File: config.mk
export PLATFORM = sky130hd
export DESIGN_NAME = qvr_cfg
export DESIGN_NICKNAME = d
export VERILOG_FILES = /design/src/hw/rtl/qvr_pkg.sv /design/src/hw/rtl/qvr_cfg.sv
export SDC_FILE = /design/constraint.sdc
export NUM_CORES = 1
export LEC_CHECK = 0
export CAP_MARGIN = 0
export CORE_ASPECT_RATIO = 0.9
export CORE_UTILIZATION = 30
export DETAILED_ROUTE_END_ITERATION = 7
export DONT_BUFFER_PORTS = 1
export HOLD_SLACK_MARGIN = 0.06
export PLACE_DENSITY = 0.42
export SYNTH_ARGS = -nofsm -noshare
export SYNTH_HDL_FRONTEND = slang
export SYNTH_SLANG_ARGS = --single-unit
File: constraint.sdc
create_clock -name clk -period 1.95 [get_ports clk]
set_input_delay 0.0975 -clock clk [delete_from_list [all_inputs] [get_ports clk]]
set_output_delay 0.0975 -clock clk [all_outputs]
set_load 0.02 [all_outputs]
File: src/hw/rtl/qvr_pkg.sv
`default_nettype none

package qvr_pkg;

  // Field widths and fixed-point format.
  localparam int VecW  = 16;
  localparam int QW    = 16;
  localparam int FracW = 14;
  localparam int TW    = 20;
  localparam int OutW  = 18;
  localparam int P1W   = VecW + QW;
  localparam int S1W   = P1W + 2;
  localparam int P2W   = TW + QW;
  localparam int S2W   = P2W + 3;
  localparam int RndW  = S2W - FracW;
  localparam int AddrW = 4;
  localparam int DataW = 32;

  // Rotation quaternion, each component signed Q1.14.
  typedef struct packed {
    logic signed [QW-1:0] w;
    logic signed [QW-1:0] x;
    logic signed [QW-1:0] y;
    logic signed [QW-1:0] z;
  } quat_t;

  // Intermediate product q * p, rounded to integer scale.
  typedef struct packed {
    logic signed [TW-1:0] s;
    logic signed [TW-1:0] x;
    logic signed [TW-1:0] y;
    logic signed [TW-1:0] z;
  } tquat_t;

  // Register map.
  typedef enum logic [1:0] {
    REG_W = 2'd0,
    REG_X = 2'd1,
    REG_Y = 2'd2,
    REG_Z = 2'd3
  } reg_idx_t;

  localparam logic signed [QW-1:0] ROT_W_RST = 16'sd16384;
  localparam logic signed [QW-1:0] ROT_V_RST = 16'sd0;

  // Clamp a rounded result to the signed output range.
  function automatic logic signed [OutW-1:0] sat_out(input logic signed [RndW-1:0] a);
    logic signed [RndW-1:0] hi;
    logic signed [RndW-1:0] lo;
    hi = RndW'(131071);
    lo = -RndW'(131072);
    if (a > hi) begin
      return OutW'(131071);
    end else if (a < lo) begin
      return OutW'(-131072);
    end
    return a[OutW-1:0];
  endfunction

endpackage

`default_nettype wire

File: src/hw/rtl/qvr_cfg.sv
`default_nettype none

module qvr_cfg import qvr_pkg::*; (
  input  wire logic             clk,
  input  wire logic             rst_n,
  input  wire logic             psel,
  input  wire logic             penable,
  input  wire logic             pwrite,
  input  wire logic [AddrW-1:0] paddr,
  input  wire logic [DataW-1:0] pwdata,
  output logic      [DataW-1:0] prdata,
  output logic                  pready,
  output quat_t                 rot
);

  quat_t    rot_r;
  reg_idx_t idx;
  logic     wr_en;

  assign idx    = reg_idx_t'(paddr[3:2]);
  assign wr_en  = psel && penable && pwrite;
  assign pready = 1'b1;
  assign rot    = rot_r;

  // Register writes in the access phase.
  always_ff @(posedge clk) begin
    if (!rst_n) begin
      rot_r.w <= ROT_W_RST;
      rot_r.x <= ROT_V_RST;
      rot_r.y <= ROT_V_RST;
      rot_r.z <= ROT_V_RST;
    end else if (wr_en) begin
      unique case (idx)
        REG_W:   rot_r.w <= pwdata[QW-1:0];
        REG_X:   rot_r.x <= pwdata[QW-1:0];
        REG_Y:   rot_r.y <= pwdata[QW-1:0];
        REG_Z:   rot_r.z <= pwdata[QW-1:0];
        default: rot_r   <= rot_r;
      endcase
    end
  end

  // Read data is the register sign-extended to the bus width.
  always_comb begin
    unique case (idx)
      REG_W:   prdata = DataW'(rot_r.w);
      REG_X:   prdata = DataW'(rot_r.x);
      REG_Y:   prdata = DataW'(rot_r.y);
      REG_Z:   prdata = DataW'(rot_r.z);
      default: prdata = '0;
    endcase
  end

endmodule

`default_nettype wire

==> summary.txt, run 1 <==
Outcome
  – Outcome: finished clean

Synth
  – Syn. warnings: 0
  – Synth Cell Area: 2930 um2
  – Ys async rst share: 0%
  – Flops & latches, synth: 64
  – Netlist cell types: 19
  – Syn_nets: 310
  – Syn Inst Count: 269
  – Mean Syn Cell Area: 10.9 um2
  – Most used DFF post-synth: dfxtp_1
  – Count of flip-flops with a built-in enable after synthesis: 0
  – Sequential share of the synthesized area: 43.8%

STA
  – Clk_skew: 0 ps
  – Slew headroom: 25.5%
  – Final Hold Fails: 0
  – Worst slew pin tran: 1120 ps
  – FMAX: 559 MHz
  – Slew Viols, Final: 0
  – RSZ-0062 raised after global routing: false
  – Final setup violation count: 0
  – Setup_tns: 0 ps
  – Crit path setup slack, layout: 161 ps
  – Period minus WS final: 1790 ps
  – Period utilization: 91.7%
  – Hold_ws: 142 ps

Routing
  – DR DRC count: 0
  – DR pass1 iterations: 4
  – WL final: 7390 um
  – Final ANT Viol Nets: 0
  – WL per Instance: 18.6 um
  – Iteration-0 DRC count of the detailed router: 75
  – DR vias/cell: 4.83
  – Via count: 1922

Layout
  – Max FFs per register: 64
  – Synth-to-layout area growth: 12.6%
  – Most common cell after layout, fill and taps aside: nand2_1
  – Util after Layout: 35.5%
  – Commonest cells after routing, fill and taps aside: 79 x nand2_1, 64 x mux2i_1, 64 x dfxtp_1
  – Antenna diode count: 0
  – Layout cell share with drive strength beyond 1: 13.4%
  – Nets@finish: 313

Clocking
  – TritonCTS buffer count: 9
  – TritonCTS Sinks: 64
  – Longest Clk Path Bufs: 2
  – Clk Latency, worst-skew pair: 330 ps
  – CTS tree: built
  – CTS root buffer: clkbuf_8
  – Clk slew on worst S/H paths: 70 ps
  – H-Tree Depth: 3

Critical path
  – Slowest library cell on the worst path: dlygate4sd3_1
  – Buf/Inv on CP: 3
  – Top delay family on crit path: buffers and inverters
  – Critical Path End Type: flop
  – Worst Path Arrival: 2070 ps
  – Crit path required time: 2230 ps
  – Crit-path cells: dlygate4sd3_1 > nor2_2 > buf_4 > mux2i_1 > dlygate4sd3_1
  – Crit path kind: in2reg
  – Critical-path maximum fanout: 19
  – Peak per-stage delay on the critical path: 570 ps
  – Critical Path Most Common Cell: dlygate4sd3_1
  – Startpoint Class: primary input

Floorplanning
  – Placement Rows: 33
  – Die H: 95.7 um
  – # IOs: 138
  – Area of the core: 9290 um2
  – Initial Util: 31.5%
  – DIE AREA: 10200 um2
  – Die span in x: 106 um

Hold path
  – Hold Path Class: in2reg

GRT
  – Pin count of the biggest net entering global routing: 82
  – Total GRT Usage: 15.0%
  – Initial antenna violation count: 0
  – First-pass GRT wire length: 11200 um
  – Vias in the first global route: 1903
  – Global route overflow: 0

Placement
  – Dpl hpwl: 4710 um
  – I/O Buffers: 0
  – Final Wtd Congestion: 0.718
  – Pre-CTS WS: 436 ps

Pwr
  – Worst IR Drop VDD: 0.000295 V
  – Power Dens Cells: 800 nW/um2
  – Leak: 1.37 nW

Run
  – Max-cap violation count: 0
[power by group]
group	internal (mW)	switching, mW	leakage [nW]
logic	0.0771	0.0915	0.757
registers	1.32	0.0366	0.517
clock network	0.612	0.496	0.0989
total	2.01	0.624	1.37
[per-stage QoR]
stage | area, um2 | cells | power (mW)
after floorplan | 2930 | 269 | 1.53
after global placement | 2880 | 362 | 1.50
after detailed placement | 2880 | 362 | 1.50
after CTS | 3290 | 398 | 2.70
after global routing | 3290 | 398 | 2.76
final | 3290 | 398 | 2.64
[kinds of logic (layout without fill, tap and decap cells)]
| logic type | count (synthesis) | after routing | share of synthesized area, % |
|---|---|---|---|
| other | 1 | 1 | 0.128 |
| flip-flops | 64 | 64 | 43.8 |
| buffers and inverters | 37 | 44 | 9.11 |
| multiplexers | 80 | 80 | 34.8 |
| AND/OR/NAND/NOR | 87 | 87 | 12.1 |
[worst paths after layout]
kind | from | endpoint | slack (ps) | cells after the start
worst max-delay path | paddr[2] | rot[28] | 160 | 5
worst min-delay path | paddr[3] | rot[58] | 140 | 3
worst max register to register | rot[25] | rot[25] | 660 | 3
worst min register to register | rot[27] | rot[27] | 570 | 2
[tightest hold or removal path, delay by kind of cell]
family        cells  cell delay, ps
buf+inv           1             170
mux               1             120
simple gates      1              20
[metal layers]
layer / part of all wire [%] / vias to the layer above / track usage (%)
met3: 4.8 / 8 / 4.47
met4: 1.4 / 0 / 5.56
met2: 49 / 66 / 25.6
met5: 0 / - / 0
met1: 44 / 934 / 18.0
li1: - / 914 / -
[cells in the mapped netlist (2+ instances only)]
| master | n | area share [%] |
|---|---|---|
| buf_4 | 19 | 4.9 |
| nand2_1 | 79 | 10 |
| buf_6 | 5 | 1.9 |
| dfxtp_1 | 64 | 44 |
| buf_2 | 2 | 0.34 |
| mux2i_1 | 64 | 22 |
| nor2b_1 | 2 | 0.43 |
| mux4_2 | 11 | 8.5 |
| mux4_1 | 5 | 4.5 |
| clkbuf_1 | 9 | 1.2 |
[timing repair]
action	in CTS	in global routing
resized for setup	0	0
buffers inserted	0	0
endpoints found under the setup margin	0	0
hold buffers	21	0
endpoints found under the hold margin	64	0
[area by class of cell]
| type | count | area [um2] |
|---|---|---|
| Sequential cell | 64 | 1280 |
| Timing Repair Buffer | 28 | 293 |
| Multi-Input combinational cell | 168 | 1380 |
| Tap cell | 122 | 153 |
| Inverter | 1 | 3.75 |
| Fill cell | 953 | 6000 |
| Clock buffer | 11 | 141 |
| Clock inverter | 4 | 45.0 |
Note: power is estimated with default switching activity, not from simulation.
==> run 2: changes to the inputs <==
--- a/config.mk
+++ b/config.mk
@@ -7,11 +7,11 @@
 export LEC_CHECK = 0
 export CAP_MARGIN = 0
 export CORE_ASPECT_RATIO = 0.9
-export CORE_UTILIZATION = 30
+export CORE_UTILIZATION = 58
 export DETAILED_ROUTE_END_ITERATION = 7
 export DONT_BUFFER_PORTS = 1
 export HOLD_SLACK_MARGIN = 0.06
-export PLACE_DENSITY = 0.42
+export PLACE_DENSITY = 0.72
 export SYNTH_ARGS = -nofsm -noshare
 export SYNTH_HDL_FRONTEND = slang
 export SYNTH_SLANG_ARGS = --single-unit
==> run 2 against run 1 <==
Against the previous run: combinational power decreased by 2%; clock power fell by 7%; critical endpoint is now prdata[18]; register-to-register slack hardly changed; cell area down 3.0%; maximum frequency decreased by 5.9%; sequential power is essentially flat; via count increased by 2.0%; critical path type is now reg2out; global-route usage grew 9.8 points; largest power group unchanged; worst setup slack worse by 110 ps; final cell count is 15% lower; first-iteration DRC count shrank 11%.
==> summary.txt, run 2 (synthesized netlist as in run 1, its figures left out) <==
STA
  – Final setup violation count: 0 (unchanged)
  – Slew Viols, Final: 0 (unchanged)
  – Worst slew pin tran: 1050 ps (-63.7 ps)
  – Clk_skew: 0 ps (unchanged)
  – Period utilization: 97.5% (+5.7 points)
  – RSZ-0062 raised after global routing: false
  – Period minus WS final: 1900 ps (+111 ps)
  – Setup_tns: 0 ps (unchanged)
  – Final Hold Fails: 0 (unchanged)
  – FMAX: 526 MHz (-5.9%)
  – Slew headroom: 29.8% (+4.2 points)

Run
  – Max-cap violation count: 0 (unchanged)

Pwr
  – Combinational fraction of design power: 6.4% (about the same)
  – Switching Power: 600 uW (-3.8%)
  – Worst IR Drop VDD: 0.000512 V (+73%)
  – Clock Power Share: 40.4% (-1.6 points)
  – P_int: 1.96 mW (-2.7%)
  – Sw Share: 23.4% (-0.21 points)
  – Sequential share of power: 53.1% (+1.5 points)
  – Leak: 1.36 nW (-1.2%)
  – Power Dens Cells: 801 nW/um2 (+0.11%)

GRT
  – Global route overflow: 0 (unchanged)
  – Initial antenna violation count: 0 (unchanged)
  – Pin count of the biggest net entering global routing: 82 (unchanged)
  – Total GRT Usage: 24.9% (+9.8 points)
  – First-pass GRT wire length: 9980 um (-11%)
  – Vias in the first global route: 2003 (+5.3%)

Routing
  – DR DRC count: 0 (unchanged)
  – DR vias/cell: 5.80 (+20%)
  – WL per Instance: 18.5 um (-0.59%)
  – Via count: 1960 (+2.0%)
  – WL final: 6240 um (-16%)
  – Final ANT Viol Nets: 0 (unchanged)
  – DR pass1 iterations: 4 (unchanged)
  – Iteration-0 DRC count of the detailed router: 67 (-11%)

Floorplanning
  – Area of the core: 4830 um2 (-48%)
  – Die span in x: 76.9 um (-28%)
  – Die H: 69.4 um (-27%)
  – Placement Rows: 24 (-27%)
  – Initial Util: 60.5% (+29 points)
  – DIE AREA: 5330 um2 (-47%)
  – # IOs: 138 (unchanged)

Layout
  – Commonest cells after routing, fill and taps aside: 79 x nand2_1, 64 x mux2i_1, 61 x dfxtp_1
  – Max FFs per register: 64 (unchanged)
  – Most common cell after layout, fill and taps aside: nand2_1
  – FILL cells: 383 (-60%)
  – Synth-to-layout area growth: 9.15%
  – Nets@finish: 309 (-1.3%)
  – Design area: 3190 um2 (-3.0%)
  – Layout cell share with drive strength beyond 1: 14.7% (+1.2 points)
  – Antenna diode count: 0 (unchanged)

Clocking
  – CTS tree: built
  – Clk Latency, worst-skew pair: 330 ps (about the same)
  – Clk slew on worst S/H paths: 60 ps (about the same)
  – H-Tree Depth: 3 (unchanged)
  – Longest Clk Path Bufs: 2 (unchanged)
  – TritonCTS Sinks: 64 (unchanged)
  – CTS root buffer: clkbuf_8
  – TritonCTS buffer count: 9 (unchanged)
  – Setup Fix Bufs, Post-CTS: 0 (unchanged)

Hold path
  – Hold Path Class: in2reg
  – WHS Path Cells: 3 (unchanged)

Critical path
  – Peak per-stage delay on the critical path: 790 ps (+220 ps)
  – Crit path kind: reg2out
  – Buf/Inv on CP: 1 (-2)
  – Critical Path End Type: primary output
  – Critical-path maximum fanout: 11 (-8)
  – Worst Path Arrival: 1800 ps (-270 ps)
  – Top delay family on crit path: multiplexers
  – Slowest library cell on the worst path: mux4_4
  – Reg2reg path depth: 3 (unchanged)
  – Crit-path cells: mux4_4 > buf_16
  – Startpoint Class: flop
  – Crit path required time: 1850 ps (-380 ps)
  – Worst path depth: 2 (-3)

Placement
  – Final Wtd Congestion: 0.726 (+1.2%)
  – I/O Buffers: 0 (unchanged)
  – Area after DPL: 2800 um2 (-2.7%)
  – Dpl hpwl: 3810 um (-19%)

Outcome
  – Outcome: finished clean
-- run 2: per-stage QoR --
step | util, % | std cells | setup slack, ps | total power, mW | hold slack (ps)
2_1_floorplan | - | 269 | 411 | 1.53 | 264
3_3_place_gp | 57.9 | 304 | 385 | 1.49 | 252
3_5_place_dp | 57.9 | 304 | 380 | 1.50 | 258
4_1_cts | 65.8 | 338 | 10.0 | 2.59 | 116
5_1_grt | 66.1 | 338 | 0.823 | 2.65 | 112
6_report | 66.1 | 338 | 49.6 | 2.56 | 136
-- run 2: timing repair --
action	4_1_cts	5_1_grt
endpoints found under the hold margin	64	0
hold buffers	18	0
endpoints found under the setup margin	0	11
resized for setup	0	4
-- run 2: power groups by stage --
stage,Combinational (mW),Sequential [mW],Clock (mW)
finish,0.165,1.36,1.03
global route,0.176,1.36,1.12
CTS,0.163,1.36,1.06
detailed placement,0.107,1.39,0
global placement,0.105,1.39,0
floorplan,0.141,1.38,0
-- run 2: worst register-to-register path, cell delays in order (launching register included) --
cell and delay, ps:
dfxtp_1 470, nand2_1 80, mux2i_1 120, dlygate4sd3_1 550
-- run 2: area by class of cell --
type	instances	area (um2)	share of cell area, %
tap	65	81.3	2.55
timing repair buffer	24	263	8.23
multi-input combinational	168	1380	43.1
clock buffer	13	169	5.29
inverter	1	3.75	0.118
sequential	64	1280	40.2
clock inverter	3	15.0	0.470
-- run 2: final timing paths --
path                            startpoint  slack, ps    endpoint
worst min register to register     rot[31]        520     rot[31]
worst min-delay path              paddr[3]        140     rot[63]
worst max register to register     rot[27]        670     rot[27]
worst max-delay path               rot[47]         50  prdata[18]
-- run 2: routing by layer --
metal | routed length [um] | part of all wire [%] | global-route usage (%) | vias up
met4 | 114 | 1.8 | 11.5 | 0
met1 | 2610 | 42 | 27.8 | 954
met2 | 2990 | 48 | 41.1 | 89
li1 | - | - | - | 907
met3 | 518 | 8.3 | 10.4 | 10
met5 | 0 | 0 | 0 | -
